### config.mk
export PLATFORM = sky130hd
export DESIGN_NAME = frame_header_checker_top
export DESIGN_NICKNAME = d
export VERILOG_FILES = /design/src/rtl/core/fhc_pkg.sv /design/src/rtl/core/frame_header_checker_top.sv /design/src/rtl/core/fhc_front.sv /design/src/rtl/core/fhc_queue.sv /design/src/rtl/core/fhc_back.sv
export SDC_FILE = /design/constraint.sdc
export NUM_CORES = 1
export LEC_CHECK = 0
export ABC_AREA = 1
export ABC_CLOCK_PERIOD_IN_PS = 18000
export BUFFER_PORTS_ARGS = -buffer_cell sky130_fd_sc_hd__buf_2
export CAP_MARGIN = 20
export CORE_ASPECT_RATIO = 0.9
export CORE_MARGIN = 3
export CORE_UTILIZATION = 35
export CTS_CLUSTER_SIZE = 28
export DETAILED_ROUTE_END_ITERATION = 6
export PLACE_DENSITY = 0.49
export SETUP_SLACK_MARGIN = 0.05
export SLEW_MARGIN = 20
export SYNTH_ARGS = -nofsm -noshare
export SYNTH_HDL_FRONTEND = slang
export SYNTH_SLANG_ARGS = --single-unit
### constraint.sdc
create_clock -name clock -period 18 [get_ports clock]
set_clock_uncertainty 0.2 [all_clocks]
set_input_delay 0.9 -clock clock [delete_from_list [all_inputs] [get_ports clock]]
set_output_delay 0.9 -clock clock [all_outputs]
set_load 0.005 [all_outputs]
### src/rtl/core/fhc_pkg.sv
// fhc_pkg: shared types, constants and the crc-32c byte update for the
// frame header checker; no dependencies
package fhc_pkg;

   localparam int HEADER_BYTES = 32;
   localparam int CRC_END      = 28;
   localparam int COUNT_W      = $clog2(HEADER_BYTES);
   localparam int QUEUE_DEPTH  = 2;

   localparam logic [31:0] CRC32C_POLY = 32'h82F6_3B78;
   localparam logic [31:0] CRC_INIT    = 32'hFFFF_FFFF;

   localparam int CSR_ADDR_W = 2;
   localparam int CSR_DATA_W = 32;
   localparam logic [CSR_ADDR_W-1:0] CSR_FRAME_MAGIC      = 2'd0;
   localparam logic [CSR_ADDR_W-1:0] CSR_FORMAT_VERSION   = 2'd1;
   localparam logic [CSR_ADDR_W-1:0] CSR_PAYLOAD_CAPACITY = 2'd2;

   localparam logic [2:0] STATUS_OK          = 3'd0;
   localparam logic [2:0] STATUS_BAD_MAGIC   = 3'd1;
   localparam logic [2:0] STATUS_BAD_VERSION = 3'd2;
   localparam logic [2:0] STATUS_CRC_ERROR   = 3'd3;
   localparam logic [2:0] STATUS_BAD_LENGTHS = 3'd4;

   localparam int RSP_DATA_W = 200;

   typedef struct packed {
      logic [31:0] frame_magic;
      logic [15:0] format_version;
      logic [31:0] payload_capacity;
   } cfg_type;

   // one complete header as captured by the front end
   typedef struct packed {
      logic [31:0] magic;
      logic [15:0] version;
      logic [15:0] flags;
      logic [31:0] frame_number;
      logic [31:0] frame_total;
      logic [31:0] payload_len;
      logic [31:0] plain_len;
      logic [31:0] payload_crc;
      logic [31:0] header_crc;
      logic [31:0] calc_crc;
   } record_type;

   typedef struct packed {
      logic        full;
      logic        empty;
   } queue_status_type;

   function automatic logic [31:0] crc32c_byte(input logic [31:0] crc,
                                               input logic [7:0]  data);
      logic [31:0] c;
      c = crc ^ {24'd0, data};
      for (int i = 0; i < 8; i++) begin
         c = c[0] ? ((c >> 1) ^ CRC32C_POLY) : (c >> 1);
      end
      return c;
   endfunction

endpackage

### src/rtl/core/frame_header_checker_top.sv
// frame_header_checker_top: checks 32-byte frame headers arriving one byte per word
// throughput: one byte per cycle while the queue is not full, one result per 32 bytes; set by the byte-wide crc update
// reset: synchronous; clears byte count, queue and output valid, sets crc to its initial value, loads register defaults
// depends on fhc_pkg, fhc_front, fhc_queue, fhc_back
module frame_header_checker_top #(
   parameter int QUEUE_DEPTH = fhc_pkg::QUEUE_DEPTH
) (
   input  logic                            clock,
   input  logic                            reset,
   input  logic                            req_tvalid,
   output logic                            req_tready,
   input  logic [7:0]                      req_tdata,   // header_byte
   input  logic                            req_tuser,   // first_byte
   output logic                            rsp_tvalid,
   input  logic                            rsp_tready,
   // status, version, flags, frame_number, frame_total, payload_len, plain_len,
   // payload_crc, zero fill
   output logic [fhc_pkg::RSP_DATA_W-1:0]  rsp_tdata,
   input  logic                            csr_we,
   input  logic [fhc_pkg::CSR_ADDR_W-1:0]  csr_addr,
   input  logic [fhc_pkg::CSR_DATA_W-1:0]  csr_wdata
);

   fhc_pkg::cfg_type          cfg_ff;
   fhc_pkg::record_type       push_data, head_data;
   fhc_pkg::queue_status_type q_stat;
   logic                      q_push, q_pop;

   always_ff @(posedge clock) begin
      if (reset) begin
         cfg_ff.frame_magic      <= '0;
         cfg_ff.format_version   <= 16'd1;
         cfg_ff.payload_capacity <= '0;
      end else if (csr_we) begin
         unique case (csr_addr)
            fhc_pkg::CSR_FRAME_MAGIC:      cfg_ff.frame_magic      <= csr_wdata;
            fhc_pkg::CSR_FORMAT_VERSION:   cfg_ff.format_version   <= csr_wdata[15:0];
            fhc_pkg::CSR_PAYLOAD_CAPACITY: cfg_ff.payload_capacity <= csr_wdata;
            default: ;
         endcase
      end
   end

   fhc_front u_front (
      .clock      (clock),
      .reset      (reset),
      .req_tvalid (req_tvalid),
      .req_tready (req_tready),
      .req_tdata  (req_tdata),
      .req_tuser  (req_tuser),
      .q_full     (q_stat.full),
      .q_push     (q_push),
      .q_data     (push_data)
   );

   fhc_queue #(
      .DEPTH (QUEUE_DEPTH)
   ) u_queue (
      .clock   (clock),
      .reset   (reset),
      .push    (q_push),
      .wr_data (push_data),
      .pop     (q_pop),
      .rd_data (head_data),
      .stat    (q_stat)
   );

   fhc_back u_back (
      .clock      (clock),
      .reset      (reset),
      .cfg        (cfg_ff),
      .q_stat     (q_stat),
      .q_data     (head_data),
      .q_pop      (q_pop),
      .rsp_tvalid (rsp_tvalid),
      .rsp_tready (rsp_tready),
      .rsp_tdata  (rsp_tdata)
   );

`ifndef ASSERT_OFF
   a_push_on_word: assert property (@(posedge clock) disable iff (reset)
      q_push |-> (req_tvalid && req_tready))
      else $error("record pushed without a word");
   a_pop_nonempty: assert property (@(posedge clock) disable iff (reset)
      q_pop |-> !q_stat.empty)
      else $error("pop from empty queue");
   a_stall_full: assert property (@(posedge clock) disable iff (reset)
      q_stat.full |-> !req_tready)
      else $error("input ready while queue full");
`endif

endmodule

### src/rtl/core/fhc_front.sv
// fhc_front: byte counter, crc-32c accumulator and header byte capture;
// pushes one record per complete header. depends on fhc_pkg
module fhc_front (
   input  logic                clock,
   input  logic                reset,
   input  logic                req_tvalid,
   output logic                req_tready,
   input  logic [7:0]          req_tdata,
   input  logic                req_tuser,
   input  logic                q_full,
   output logic                q_push,
   output fhc_pkg::record_type q_data
);

   localparam int NB = fhc_pkg::HEADER_BYTES;
   localparam int CW = fhc_pkg::COUNT_W;

   logic [CW-1:0] count_ff, count_in;
   logic [31:0]   crc_ff, crc_in;
   logic [7:0]    hdr_ff [NB];
   logic [7:0]    cur [NB];
   logic [CW-1:0] idx;
   logic [31:0]   crc_base;
   logic          accept;
   logic          last;

   assign req_tready = !q_full;
   assign accept     = req_tvalid && req_tready;
   assign idx        = req_tuser ? '0 : count_ff;
   assign last       = (idx == CW'(NB - 1));
   assign crc_base   = req_tuser ? fhc_pkg::CRC_INIT : crc_ff;
   assign q_push     = accept && last;

   always_comb begin
      count_in = count_ff;
      crc_in   = crc_ff;
      if (accept) begin
         if (last) begin
            count_in = '0;
            crc_in   = fhc_pkg::CRC_INIT;
         end else begin
            count_in = idx + CW'(1);
            crc_in   = (idx < CW'(fhc_pkg::CRC_END)) ?
                       fhc_pkg::crc32c_byte(crc_base, req_tdata) : crc_base;
         end
      end
   end

   always_ff @(posedge clock) begin
      if (reset) begin
         count_ff <= '0;
         crc_ff   <= fhc_pkg::CRC_INIT;
      end else begin
         count_ff <= count_in;
         crc_ff   <= crc_in;
      end
   end

   always_ff @(posedge clock) begin
      if (accept) begin
         hdr_ff[idx] <= req_tdata;
      end
   end

   // last byte comes straight from the input word
   always_comb begin
      for (int i = 0; i < NB; i++) begin
         cur[i] = hdr_ff[i];
      end
      cur[NB-1] = req_tdata;
   end

   always_comb begin
      q_data.magic        = {cur[3], cur[2], cur[1], cur[0]};
      q_data.version      = {cur[5], cur[4]};
      q_data.flags        = {cur[7], cur[6]};
      q_data.frame_number = {cur[11], cur[10], cur[9], cur[8]};
      q_data.frame_total  = {cur[15], cur[14], cur[13], cur[12]};
      q_data.payload_len  = {cur[19], cur[18], cur[17], cur[16]};
      q_data.plain_len    = {cur[23], cur[22], cur[21], cur[20]};
      q_data.payload_crc  = {cur[27], cur[26], cur[25], cur[24]};
      q_data.header_crc   = {cur[31], cur[30], cur[29], cur[28]};
      q_data.calc_crc     = crc_ff ^ fhc_pkg::CRC_INIT;
   end

`ifndef ASSERT_OFF
   a_count_restart: assert property (@(posedge clock) disable iff (reset)
      (accept && req_tuser && !last) |=> (count_ff == CW'(1)))
      else $error("count did not restart on first byte");
   a_wrap: assert property (@(posedge clock) disable iff (reset)
      q_push |=> (count_ff == '0 && crc_ff == fhc_pkg::CRC_INIT))
      else $error("count or crc not reset after last byte");
   a_hold: assert property (@(posedge clock) disable iff (reset)
      !accept |=> $stable(count_ff) && $stable(crc_ff))
      else $error("state moved without a word");
`endif

endmodule

### src/rtl/core/fhc_queue.sv
// fhc_queue: short register queue of header records between front and back
// depends on fhc_pkg
module fhc_queue #(
   parameter int DEPTH = fhc_pkg::QUEUE_DEPTH
) (
   input  logic                      clock,
   input  logic                      reset,
   input  logic                      push,
   input  fhc_pkg::record_type       wr_data,
   input  logic                      pop,
   output fhc_pkg::record_type       rd_data,
   output fhc_pkg::queue_status_type stat
);

   localparam int PW = $clog2(DEPTH);
   localparam int NW = $clog2(DEPTH + 1);

   fhc_pkg::record_type entry_ff [DEPTH];
   logic [PW-1:0] wr_ptr_ff, wr_ptr_in;
   logic [PW-1:0] rd_ptr_ff, rd_ptr_in;
   logic [NW-1:0] count_ff, count_in;
   logic          do_push, do_pop;

   assign stat.full  = (count_ff == NW'(DEPTH));
   assign stat.empty = (count_ff == '0);
   assign do_push    = push && !stat.full;
   assign do_pop     = pop && !stat.empty;
   assign rd_data    = entry_ff[rd_ptr_ff];

   always_comb begin
      wr_ptr_in = wr_ptr_ff;
      rd_ptr_in = rd_ptr_ff;
      count_in  = count_ff;
      if (do_push) begin
         wr_ptr_in = (wr_ptr_ff == PW'(DEPTH - 1)) ? '0 : wr_ptr_ff + PW'(1);
      end
      if (do_pop) begin
         rd_ptr_in = (rd_ptr_ff == PW'(DEPTH - 1)) ? '0 : rd_ptr_ff + PW'(1);
      end
      if (do_push && !do_pop) begin
         count_in = count_ff + NW'(1);
      end else if (do_pop && !do_push) begin
         count_in = count_ff - NW'(1);
      end
   end

   always_ff @(posedge clock) begin
      if (reset) begin
         wr_ptr_ff <= '0;
         rd_ptr_ff <= '0;
         count_ff  <= '0;
      end else begin
         wr_ptr_ff <= wr_ptr_in;
         rd_ptr_ff <= rd_ptr_in;
         count_ff  <= count_in;
      end
   end

   always_ff @(posedge clock) begin
      if (do_push) begin
         entry_ff[wr_ptr_ff] <= wr_data;
      end
   end

`ifndef ASSERT_OFF
   a_count_bound: assert property (@(posedge clock) disable iff (reset)
      count_ff <= NW'(DEPTH))
      else $error("queue count over depth");
   a_ptr_agree: assert property (@(posedge clock) disable iff (reset)
      (count_ff == '0 || count_ff == NW'(DEPTH)) |-> (wr_ptr_ff == rd_ptr_ff))
      else $error("queue pointers disagree with count");
   a_push_full: assert property (@(posedge clock) disable iff (reset)
      !(push && stat.full))
      else $error("push into full queue");
`endif

endmodule

### src/rtl/core/fhc_back.sv
// fhc_back: header checks in priority order and the result output register
// depends on fhc_pkg
module fhc_back (
   input  logic                      clock,
   input  logic                      reset,
   input  fhc_pkg::cfg_type          cfg,
   input  fhc_pkg::queue_status_type q_stat,
   input  fhc_pkg::record_type       q_data,
   output logic                      q_pop,
   output logic                      rsp_tvalid,
   input  logic                      rsp_tready,
   output logic [fhc_pkg::RSP_DATA_W-1:0] rsp_tdata
);

   logic                       valid_ff, valid_in;
   logic [2:0]                 status_ff, status_in;
   fhc_pkg::record_type        rec_ff;

   assign q_pop = !q_stat.empty && (!valid_ff || rsp_tready);

   always_comb begin
      if (q_data.magic != cfg.frame_magic) begin
         status_in = fhc_pkg::STATUS_BAD_MAGIC;
      end else if (q_data.version != cfg.format_version) begin
         status_in = fhc_pkg::STATUS_BAD_VERSION;
      end else if (q_data.header_crc != q_data.calc_crc) begin
         status_in = fhc_pkg::STATUS_CRC_ERROR;
      end else if (q_data.payload_len > cfg.payload_capacity ||
                   q_data.plain_len > cfg.payload_capacity) begin
         status_in = fhc_pkg::STATUS_BAD_LENGTHS;
      end else begin
         status_in = fhc_pkg::STATUS_OK;
      end
   end

   always_comb begin
      valid_in = valid_ff;
      if (q_pop) begin
         valid_in = 1'b1;
      end else if (rsp_tready) begin
         valid_in = 1'b0;
      end
   end

   always_ff @(posedge clock) begin
      if (reset) begin
         valid_ff <= 1'b0;
      end else begin
         valid_ff <= valid_in;
      end
   end

   always_ff @(posedge clock) begin
      if (q_pop) begin
         status_ff <= status_in;
         rec_ff    <= q_data;
      end
   end

   assign rsp_tvalid = valid_ff;
   assign rsp_tdata  = {5'd0, rec_ff.payload_crc, rec_ff.plain_len,
                        rec_ff.payload_len, rec_ff.frame_total,
                        rec_ff.frame_number, rec_ff.flags, rec_ff.version,
                        status_ff};

`ifndef ASSERT_OFF
   a_no_overwrite: assert property (@(posedge clock) disable iff (reset)
      (valid_ff && !rsp_tready) |-> !q_pop)
      else $error("pending result overwritten");
   a_pop_fills: assert property (@(posedge clock) disable iff (reset)
      q_pop |=> valid_ff)
      else $error("popped record not shown");
   a_status_range: assert property (@(posedge clock) disable iff (reset)
      valid_ff |-> status_ff <= fhc_pkg::STATUS_BAD_LENGTHS)
      else $error("status code out of range");
`endif

endmodule
Word level (Yosys, flattened, before mapping) --
Memories as Yosys holds them, arrays and structs flattened. A register that Yosys moved wholly into a read port is not among the register bits. Index checks and enable logic that the tools add are counted.
Storage, ports and cells: flip-flop bits (word level) 317, bits in latches 0, bits in writable memories 832, ROM bits 0, input port bits 48, memories kept 2
Memory list:
- u_queue.entry_ff | depth 2, bits a word 288, read ports 1, clocked after memory_dff 1, write ports 1, RTL line fhc_queue.sv:18 | fhc_pkg::record_type entry_ff [DEPTH];
- u_front.hdr_ff | depth 32, bits a word 8, read ports 31, clocked after memory_dff 0, write ports 1, RTL line fhc_front.sv:20 | logic [7:0] hdr_ff [NB];
Cells by class: add/sub/neg operators 5, $mul 0, divide/modulo/power cells 0, magnitude comparators 3, equal/unequal tests 7, shift operators 0, muxes and demuxes 28, bitwise logic cells 10, reductions and logical operators 22
Operators with widths (count):
- 32-bit two-way mux | 11
- 16-bit NOT with 17-bit output | 8
- 32-bit > comparator | 2
- 32-bit != test | 2
- 32-bit NOT | 1
- 32-bit by 8-bit bitwise XOR with 32-bit output | 1
- 16-bit != test | 1
- 1-bit two-way mux | 10
- 5-bit two-way mux | 2
- 2-bit two-way mux | 4
- 1-bit logical AND | 7
- 2-bit AND reduction | 3
- 5-bit by 1-bit adder with 5-bit output, second input constant | 1
- 5-bit == test, second input constant | 1
- 1-bit logical NOT | 5
- 5-bit < comparator, second input constant | 1
- 2-bit == test, second input constant | 2
- 2-bit logical NOT | 2
- 2-bit nonzero test | 2
- 3-bit two-way mux | 1
- 3-bit OR reduction | 1
- 1-bit adder, second input constant | 2
- 2-bit by 1-bit adder with 2-bit output, second input constant | 1
- 2-bit by 1-bit == test with 1-bit output, second input constant | 1
- 2 further kinds | 3

Longest topological paths before layout --
Gate-level depths: netlist of the first run.
depth in word-level cells 20, mapped depth 22, depth with buffers taken out 18

Hierarchy --
From an unflattened synthesis of the first run, not the netlist that was laid out.
Second synthesis, totals: cell total of the unflattened synthesis 2949, area, all modules 45103.3 sq um
By module, submodules not included:
- fhc_queue | instances 1, cells each 933, area an instance 21859.7 sq um, seq. area each 17396.7 sq um
- fhc_front | instances 1, cells each 890, area an instance 11280.8 sq um, seq. area each 8187.9 sq um
- fhc_back | instances 1, cells each 612, area an instance 8545.7 sq um, seq. area each 5875.6 sq um
- frame_header_checker_top | instances 1, cells each 514, area an instance 3417.0 sq um, seq. area each 1601.5 sq um

Worst setup path before layout of the first run --
OpenSTA, ideal clock, no wires.
kind input port to flip-flop, start point input port req_tuser, end point memory u_queue.entry_ff[0][0] (netlist name) (enable), library setup time 0.942 ns, arrival 14.368 ns, data required time 16.858 ns, path slack 2.490 ns, cell stages on the path 12, path buffers 3, cell sequence buf_6 > buf_2 > buf_2 > nor2_1 > ha_1 > nand2_1 > nor2_1 > ha_1 > inv_1 > nor2_1 > inv_1 > nor2_1
On the way: longest elaborated chain between the ends 6
Ends and longest elaborated chain:
- start: declaration | RTL line frame_header_checker_top.sv:13 | input logic req_tuser,
- 5-bit two-way mux | RTL line fhc_front.sv:29 | assign idx = req_tuser ? '0 : count_ff;
- 5-bit == test | RTL line fhc_front.sv:30 | assign last = (idx == CW'(NB - 1));
- 1-bit logical AND | RTL line fhc_front.sv:32 | assign q_push = accept && last;
- 1-bit logical AND | RTL line fhc_queue.sv:26 | assign do_push = push && !stat.full;
- named net u_queue.do_push | RTL line fhc_queue.sv:22 | logic do_push, do_pop;
- 1-bit two-way mux | RTL line fhc_queue.sv:60 | if (do_push) begin
- 1-bit two-way mux (not written as such) | RTL line fhc_queue.sv:61 | entry_ff[wr_ptr_ff] <= wr_data;
- end: declaration | RTL line fhc_queue.sv:18
The timed path passes the listed nets, and every way through them passes these cells.

Worst setup path after layout of the first run --
start point input port req_tuser, end point memory u_queue.entry_ff[1][102] (netlist name) (enable)
Same word-level chain as after synthesis.

==> results by stage, run 1 <==
Route:
- The number of DRC markers in iteration 0 is 2050.
- The number of nets still failing antenna checks after routing is 0.
- The detailed router placed between 20000 and 25000 vias in this run.
- After detailed routing, the number of remaining DRC violations is 0.
- The pre-antenna-repair detailed-routing pass consisted of 5 iterations.
- Dividing the detail-routed wire length by the instance count gives between 20 and 25 um.
- Dividing the detail-routed via count by the number of cells gives about 4.7.
- For this block, the routed nets add up to around 110000 um of wire.

Logic synthesis:
- The most used flip-flop cell after synthesis is edfxtp_1.
- During synthesis, Yosys emitted a total of 0 warnings.
- The area share of the largest cell type after synthesis is a little under three quarters.
- The biggest area contributor in the post-synthesis netlist is edfxtp_1.
- After synthesis, the share of flip-flops with an asynchronous set or reset is 0%.
- After technology mapping, the gate count stands at 3207.
- By area the synthesized netlist is led by edfxtp_1 (71%), nand2_1 (8.1%), dfxtp_1 (5.7%).
- The synthesized design contains between 1000 and 1500 enable-type register cells.
- The average cell area after synthesis is 13.4 um2.
- The sequential-to-total area share from yosys stat is between 70% and 80%.
- The number of different library cells used by synthesis comes to 48.
- Yosys instantiated no cell more often than edfxtp_1.
- The commonest cells after synthesis are edfxtp_1 (1019), nand2_1 (923), nor2_1 (214).
- The summed instance area of the synthesized netlist is roughly 43000 um2.
- The flip-flop and latch count after synthesis is around 1100.

Finish:
- The net count of the finished layout is between 3000 and 4000.
- Leaving out filler cells and counting taps, the final layout contains roughly 5200.
- Relative to the synthesized area, the layout overhead comes to 16.7%.
- The share of cells above drive strength 1 is between 10% and 20%.
- Cells fill 41.3% of the core in the end.

Place:
- The number of placed instances, taps included is roughly 5000.
- The total of buffers placed on input and output ports is approximately 240.
- The routability congestion estimate is about 0.83.
- The post-detailed-placement half-perimeter wirelength is ~67000 um.

Hold path:
- The cell count of the worst hold path is 0.
- The min-delay analysis places its worst path in the category flip-flop to flip-flop.

Clock network:
- The TritonCTS clock tree is yes.
- In this run the number of H-tree levels came out at 3.
- The count of buffers added by post-CTS timing repair for setup is 0.
- The total clock buffers created by CTS is approximately 120.
- The tree is rooted in a clkbuf_16.
- Post-CTS repair changed the size of 0 cells.
- The number of buffers on the longest clock path is 3.
- CTS saw approximately 1100 sinks.
- Clock latency on the worst-skew pair, taken at its later pin, is 0.72 ns.
- The cts-stage hold buffer count is 0.
- After clock tree synthesis, the clock-pin slew on the worst setup and hold paths is ~0.06 ns.

Die:
- The total die area is ~130000 um2.
- The horizontal die dimension is between 300 and 400 um.
- In this run the count of I/O pins placed on the die edge is 250.
- The row count is around 120.
- In this run the standard cell core region covers 121000 um2.
- The die height is 339 um.
- The initial core utilization is roughly 35%.

STA:
- The pin slew with the least headroom to its limit is roughly 1.2 ns.
- Setup repair after global routing left no endpoint under its margin.
- The max-slew violation count was 0.
- The post-route worst hold slack is roughly 0.21 ns.
- The part of the cycle the worst path needs is 35.0%.
- The headroom to the max-slew limit is 23.1%.
- The top achievable clock speed is 0.159 GHz.
- The accumulated negative setup slack is 0 ns.
- The final-report setup violation count is 0.
- The final critical path time including I/O delays and setup is 6.30 ns.
- The final hold violation count is 0.

Pwr:
- Of the total power, the clock network draws around a third.
- The analysis attributes to net switching a power of 2.14 mW.
- Of the total power, registers draw 46.3%.
- Of the total power, the share spent switching nets is just under 30%.
- The leakage power total is between 15 and 20 nW.
- The power density of the placed cells is approximately 150 nW/um2.
- The part of the power in combinational logic is around a fifth.
- The cell-internal power is just over 5 mW.
- VDD sags by at most between 0.1 and 0.15 mV.

Worst setup path:
- By startpoint and endpoint, the worst setup path is classified as input pin to flip-flop.
- The critical path contains buffers and inverters numbering 9 combined.
- The stage delay of the slowest cell on the critical path is 0.91 ns.
- In this design, the largest share of critical-path delay is due to buffers and inverters.
- The maximum fanout count along the critical path is between 150 and 200.
- The critical path runs through a total of 16 cells.
- Traced cell by cell, the critical path runs through buf_2 > buf_4 > inv_2 > nand2_1 > inv_1 > ha_1 > nand2_1 > nor2_1 > ha_1 > inv_1 > nor2_1 > inv_1 > nor2_4 > buf_12 > buf_4 > buf_4.
- The data arrival time of the worst path is around 6.5 ns.
- The worst setup path is captured at a flip-flop.
- The cell with the largest stage delay on the worst path is buf_4.
- The number of cells traversed by the worst register-to-register path is 13.
- The launching element type of the critical path is an input pin.
- The required time reported for the critical path endpoint is 18.14 ns.

Flow run:
- Across the run, the number of max-cap violations was 0.

Global routing:
- After global routing the overflow that remains totals 0.
- The all-layer global routing usage is around 17%.
- The initial antenna violation count is 7.
- The first global-routing pass estimated ~160000 um of wire.
- The maximum number of pins on one net before global-route repair is between 150 and 200.
- The via count of the first global-routing pass is roughly 23000.

Status:
- The flow ran to the end, and the final reports show no timing, DRC or antenna violations.
==> per-stage QoR <==
step                power (mW)  worst slack, ns  instance area [um2]
floorplan                 4.31             2.49                43000
global placement          4.89            10.84                46100
detailed placement        4.91            10.83                46100
CTS                       7.45            11.61                50200
global route              7.72            11.16                50200
finish                    7.33            11.70                50200
==> per-layer routing <==
layer  vias up  share of wire, %  track usage (%)
met5         -                 0                0
met4         0               2.4             4.68
met3       160               5.6             2.89
met2       650                45             25.7
met1     11800                48             25.1
li1      11700                 -                -
==> sequential cells by signal, indices dropped and copies added (netlist names), named ones only <==
name               count
u_queue.entry_ff     576
u_queue.count_ff       2
u_front.count_ff       5
u_back.rsp_tdata     192
u_back.status_ff       3
u_queue.rd_ptr_ff      1
cfg_ff                80
u_front.crc_ff        32
u_queue.wr_ptr_ff      1
u_back.rsp_tvalid      1
u_front.hdr_ff       248
==> power by group through the flow <==
stage / combinational, mW / clock (mW) / sequential (mW)
floorplan: 0.785 / 0 / 3.53
global placement: 1.44 / 0 / 3.45
detailed placement: 1.45 / 0 / 3.45
CTS: 1.46 / 2.59 / 3.40
global route: 1.59 / 2.70 / 3.42
finish: 1.41 / 2.53 / 3.39
==> worst paths after layout <==
check / from / endpoint / slack, ns
max: req_tuser / u_queue.entry_ff[1][102] / 11.70
min: u_front.hdr_ff[20][7] / u_queue.entry_ff[1][103] / 0.21
min reg2reg: u_front.hdr_ff[20][7] / u_queue.entry_ff[1][103] / 0.21
max reg2reg: u_front.count_ff[0] / u_queue.entry_ff[1][102] / 12.22
==> cell type report <==
type | instances | area [um2]
diodes | 4 | 10.0
clock buffers | 149 | 3160
clock inverters | 73 | 915
fillers | 11300 | 71200
inverters | 172 | 653
multi-input cells | 1796 | 8900
flip-flops and latches | 1142 | 33100
well taps | 1599 | 2000
repair buffers | 273 | 1500
==> layout by cell type (no fill, tap or decap), drive strengths merged, types with 5 or more instances in the layout <==
cell type / count
xor2: 64
nor2: 219
ha: 70
clkbuf: 149
xnor2: 50
o21ai: 146
a21oi: 124
nand3: 56
conb: 5
nor3: 7
nand2: 964
o22ai: 10
o211ai: 10
bufinv: 17
dfxtp: 123
edfxtp: 1019
buf: 273
inv: 175
or2: 20
nor4: 13
clkinv: 49
nand4: 19
==> cells by family (layout without fill, tap and decap cells) <==
logic type	after synthesis	in the layout	synth area share [%]
and+or+nand+nor	1300	1300	12.3
other	1	9	0.00872
buffers and inverters	273	667	2.54
DFF	1142	1142	76.9
AOI/OAI and AO/OA	306	306	3.77
adders and majority gates	70	70	2.04
muxes	1	1	0.0233
xor gates and xnor gates	114	114	2.39
==> worst register-to-register path: cells and delay by family, from the launching register on <==
kind	cells	cell delay [ns]
buf+inv	6	2.86
fa+ha+maj	2	0.79
simple gates	5	1.19
flops	1	0.34
Note: power is estimated with default switching activity, not from simulation.
==> inputs of run 2 (changes only) <==
--- a/config.mk
+++ b/config.mk
@@ -5,8 +5,8 @@
 export SDC_FILE = /design/constraint.sdc
 export NUM_CORES = 1
 export LEC_CHECK = 0
-export ABC_AREA = 1
-export ABC_CLOCK_PERIOD_IN_PS = 18000
+export ABC_AREA = 0
+export ABC_CLOCK_PERIOD_IN_PS = 6400
 export BUFFER_PORTS_ARGS = -buffer_cell sky130_fd_sc_hd__buf_2
 export CAP_MARGIN = 20
 export CORE_ASPECT_RATIO = 0.9
==> constraint.sdc (replaced) <==
create_clock -name clock -period 6.4 [get_ports clock]
set_clock_uncertainty 0.2 [all_clocks]
set_input_delay 0.32 -clock clock [delete_from_list [all_inputs] [get_ports clock]]
set_output_delay 0.32 -clock clock [all_outputs]
set_load 0.005 [all_outputs]
==> results by stage, run 2 <==
Status:
- Result of the run: finished clean (unchanged).

Logic synthesis:
- The most common cell in the netlist is edfxtp_1 (unchanged).
- The post-synthesis cell type count is 53 (was 48).
- Synth top area cells: edfxtp_1 (73%), dfxtp_1 (5.9%), mux2_2 (5.1%) (was edfxtp_1 (71%), nand2_1 (8.1%), dfxtp_1 (5.7%)).
- The flip-flop and latch count after synthesis is 1142 (unchanged).
- The fraction of registers with async set or reset after synthesis is 0% (unchanged).
- The top cell type by total area after synthesis is edfxtp_1 (unchanged).
- The summed instance area of the synthesized netlist is 42100 um2 (was 43000 um2).
- The total of warnings raised by yosys came to 0 (unchanged).
- Commonest cells in the netlist: edfxtp_1 (1019), nand2_1 (198), mux2_2 (190) (was edfxtp_1 (1019), nand2_1 (923), nor2_1 (214)).
- The average cell area after synthesis came to 17.5 um2 (was 13.4 um2).
- The leading register cell type out of synthesis is edfxtp_1 (unchanged).
- The sequential-to-total area share from yosys stat came to 78.6% (was 76.9%).
- The count of mapped cells out of synthesis is 2401 (was 3207).
- The number of synthesized flops with an enable pin came to 1019 (unchanged).
- The area share of the largest cell type after synthesis came to 72.7% (was 71.2%).

Worst setup path:
- The family with the most delay on the worst path is compound AO/OA/AOI/OAI gates (was buffers and inverters).
- The data arrival time of the worst path is 4.51 ns (was 6.45 ns).
- The worst setup slack for register-to-register paths is 2.27 ns (was 12.22 ns).
- The number of cells traversed by the worst register-to-register path is 7 (was 13).
- The maximum fanout count along the critical path came to 54 (was 154).
- The startpoint-to-endpoint class of the critical path is flip-flop to flip-flop (was input pin to flip-flop).
- The required time reported for the critical path endpoint is 6.77 ns (was 18.14 ns).
- The stage delay of the slowest cell on the critical path is 0.88 ns (was 0.91 ns).
- The count of buffering cells on the critical path with inverters included is 1 (was 9).
- The endpoint of the worst-slack reg-to-reg timing path was u_back.status_ff[2] (was u_queue.entry_ff[1][102]).
- The nature of the critical path endpoint is a flip-flop (unchanged).
- The cell with the largest stage delay on the worst path was dfxtp_4 (was buf_4).
- The launching element type of the critical path was a flip-flop (was input pin).
- Worst-path cell chain: buf_4 > mux2_2 > ha_1 > nand4_1 > o21ai_0 > a2bb2oi_1 > o211a_1 (was buf_2 > buf_4 > inv_2 > nand2_1 > inv_1 > ha_1 > nand2_1 > nor2_1 > ha_1 > inv_1 > nor2_1 > inv_1 > nor2_4 > buf_12 > buf_4 > buf_4).

Global routing:
- The via count of the first global-routing pass is 21700 (was 23200).
- The global-route congestion overflow total is 0 (unchanged).
- The wire length of the first global-routing pass is 147000 um (was 158000 um).
- The maximum number of pins on one net before global-route repair is 158 (was 173).
- The all-layer global routing usage is 16.1% (was 17.0%).
- The initial antenna violation count came to 11 (was 7).

STA:
- The final-report setup violation count is 0 (unchanged).
- The max-slew violation count is 0 (unchanged).
- The final hold violation count is 0 (unchanged).
- The post-route worst hold slack is 0.0773 ns (was 0.213 ns).
- Of the available clock period, the critical path in the final layout requires between 60% and 70%.
- The pin slew with the least headroom to its limit came to 1.12 ns (was 1.15 ns).
- The top achievable clock speed is 0.242 GHz.
- The accumulated negative setup slack is 0 ns (unchanged).
- RSZ-0062 raised after global routing: false (unchanged).
- For the finished layout, the period the worst path requires is around 4.1 ns.
- The headroom to the max-slew limit was 24.9% (was 23.1%).

Pwr:
- The part of the power in combinational logic is 8.9% (was 19.3%).
- The switching share of total power is 22.9% (was 29.2%).
- The clock network fraction of total power came to 40.0% (was 34.5%).
- The part of the total power dissipated in sequential elements is 51.1% (was 46.3%).
- The cell-internal power is 12.5 mW (was 5.19 mW).
- The switching power was 3.72 mW (was 2.14 mW).
- The leakage power total is 16.4 nW (was 18.8 nW).
- The power density of the placed cells is 329 nW/um2 (was 146 nW/um2).
- The maximum vdd ir drop is 0.231 mV (was 0.148 mV).

Route:
- The number of DRC markers in iteration 0 was 1861 (was 2050).
- The number of nets still failing antenna checks after routing came to 0 (unchanged).
- The via total after detailed routing is 21000 (was 24300).
- The routed via count divided by cell count is 4.74 (was 4.67).
- The number of DRC violations after detailed routing is 0 (unchanged).
- The total iterations of the first detailed-routing run is 5 (unchanged).
- The average detailed-routed wire length per instance is 22.8 um (was 21.0 um).
- The overall routed net length is 101000 um (was 109000 um).

Clock network:
- The sink count of the clock tree was 1142 (unchanged).
- The number of gates resized after CTS is 0 (unchanged).
- The TritonCTS clock tree is yes (unchanged).
- The clock input transition at the sequential cells of the worst setup and hold paths is 0.06 ns (about the same).
- The number of H-tree levels came to 3 (unchanged).
- The number of buffers on the longest clock path is 3 (unchanged).
- The cell at the root of the clock tree is clkbuf_16 (unchanged).
- The count of buffers added by post-CTS timing repair for setup came to 0 (unchanged).
- The clock insertion delay at the later pin of the skew report is 0.71 ns (was 0.72 ns).
- The total clock buffers created by CTS is 117 (was 118).

Place:
- The placed standard-cell area was 45200 um2 (was 46100 um2).
- The total of buffers placed on input and output ports was 244 (unchanged).
- The routability congestion estimate came to 0.835 (was 0.831).
- The post-detailed-placement half-perimeter wirelength is 63900 um (was 67100 um).
- The number of placed instances, taps included is 4182 (was 4982).

Finish:
- The register with the highest flop count is u_queue.entry_ff (unchanged).
- The share of cells above drive strength 1 was 23.2% (was 14.8%).
- The number of nets at the end of the flow came to 2871 (was 3621).
- The total of fill cells in the finished design is 10700 (was 11300).
- The design area is 49300 um2 (was 50200 um2).
- The number of flip-flops under the largest register name is 576 (unchanged).
- Commonest cells after routing, fill and taps aside: edfxtp_1 (1019), buf_2 (242), nand2_1 (197) (was edfxtp_1 (1019), nand2_1 (923), buf_2 (244)).
- The relative area change from synthesis to final layout came to 17.1% (was 16.7%).
- The commonest non-fill, non-tap cell in the layout is edfxtp_1 (unchanged).
- The final non-filler cell total was 4432 (was 5208).

Die:
- The total die area is 124000 um2 (was 127000 um2).
- The top-level I/O count is 250 (unchanged).
- The standard cell core area is 119000 um2 (was 121000 um2).
- The horizontal die dimension is 371 um (was 375 um).
- The initial core utilization is 35.3% (was 35.4%).
- The row count is 120 (was 121).
- The die height is 335 um (was 339 um).

Hold path:
- The worst min-delay path class is input pin to flip-flop (was flip-flop to flip-flop).
- The terminating pin of the worst hold path is cfg_ff[70] (was u_queue.entry_ff[1][103]).
- The cell count of the worst hold path came to 5 (was 0).
- The startpoint of the lowest-slack hold path was csr_addr[0] (was u_front.hdr_ff[20][7]).

Flow run:
- The max capacitance violation total is 0 (unchanged).
-- run 2: per-stage QoR --
step	setup slack [ns]	power (mW)	utilization (%)
final	2.27	16.2	41.3
after global routing	2.08	16.8	41.3
after CTS	2.25	16.4	41.3
after detailed placement	2.27	9.87	37.9
after global placement	2.25	9.86	37.9
after floorplan	0.0849	9.48	-
-- run 2: timing repair --
action / CTS / global route
hold endpoints to repair: 107 / 0
hold buffers: 38 / 0
setup endpoints to repair: 0 / 0
-- run 2: routing by layer --
metal  vias to the layer above  wire (um)  part of all wire (%)  track usage, %
met5                         -          0                     0               0
met4                         0       2430                   2.4            4.57
met3                       143       4440                   4.4            2.40
met2                       522      47200                    47            25.7
met1                     10700      47000                    47            23.1
li1                       9612          -                     -               -
-- run 2: logic make-up after synthesis --
logic type | share of synthesized area (%)
AOI/OAI and AO/OA | 2.52
xor gates and xnor gates | 5.14
adders and majority gates | 2.08
buffers and inverters | 1.50
DFF | 78.6
muxes | 5.89
other | 0.00891
and+or+nand+nor | 4.29
-- run 2: power groups by stage --
stage	sequential (mW)	combinational, mW	clock, mW
floorplan	8.37	1.11	0
global placement	8.44	1.42	0
detailed placement	8.44	1.43	0
CTS	8.29	1.45	6.67
global route	8.30	1.58	6.96
finish	8.29	1.44	6.49
-- run 2: cell type report --
cell class                 count  area [um2]  share of cell area [%]
inverter                      71         274                   0.556
clock buffer                 145        3120                    6.34
antenna                        2        5.00                  0.0102
multi-input combinational   1114        8430                    17.1
sequential                  1142       33100                    67.1
clock inverter                65         549                    1.11
tap                         1586        1980                    4.03
timing repair buffer         307        1840                    3.73
-- run 2: worst reg2reg max path, delay by kind of cell (launching register included) --
family                   cells  cell delay (ns)
AO/OA/AOI/OAI                3             1.21
adder cells (fa/ha/maj)      1             0.30
buffers and inverters        1             0.68
flip-flops                   1             0.88
multiplexers                 1             0.48
AND/OR/NAND/NOR              1             0.25
-- run 2: worst max-delay path by stage --
stage,startpoint,to,depth (start not counted)
after floorplan,req_tuser,u_queue.entry_ff[0][0],9
after global placement,flip-flop,u_back.status_ff[2],7
after detailed placement,flip-flop,u_back.status_ff[2],7
after CTS,flip-flop,u_back.status_ff[2],7
after global routing,flip-flop,u_back.status_ff[2],7
final,flip-flop,u_back.status_ff[2],7
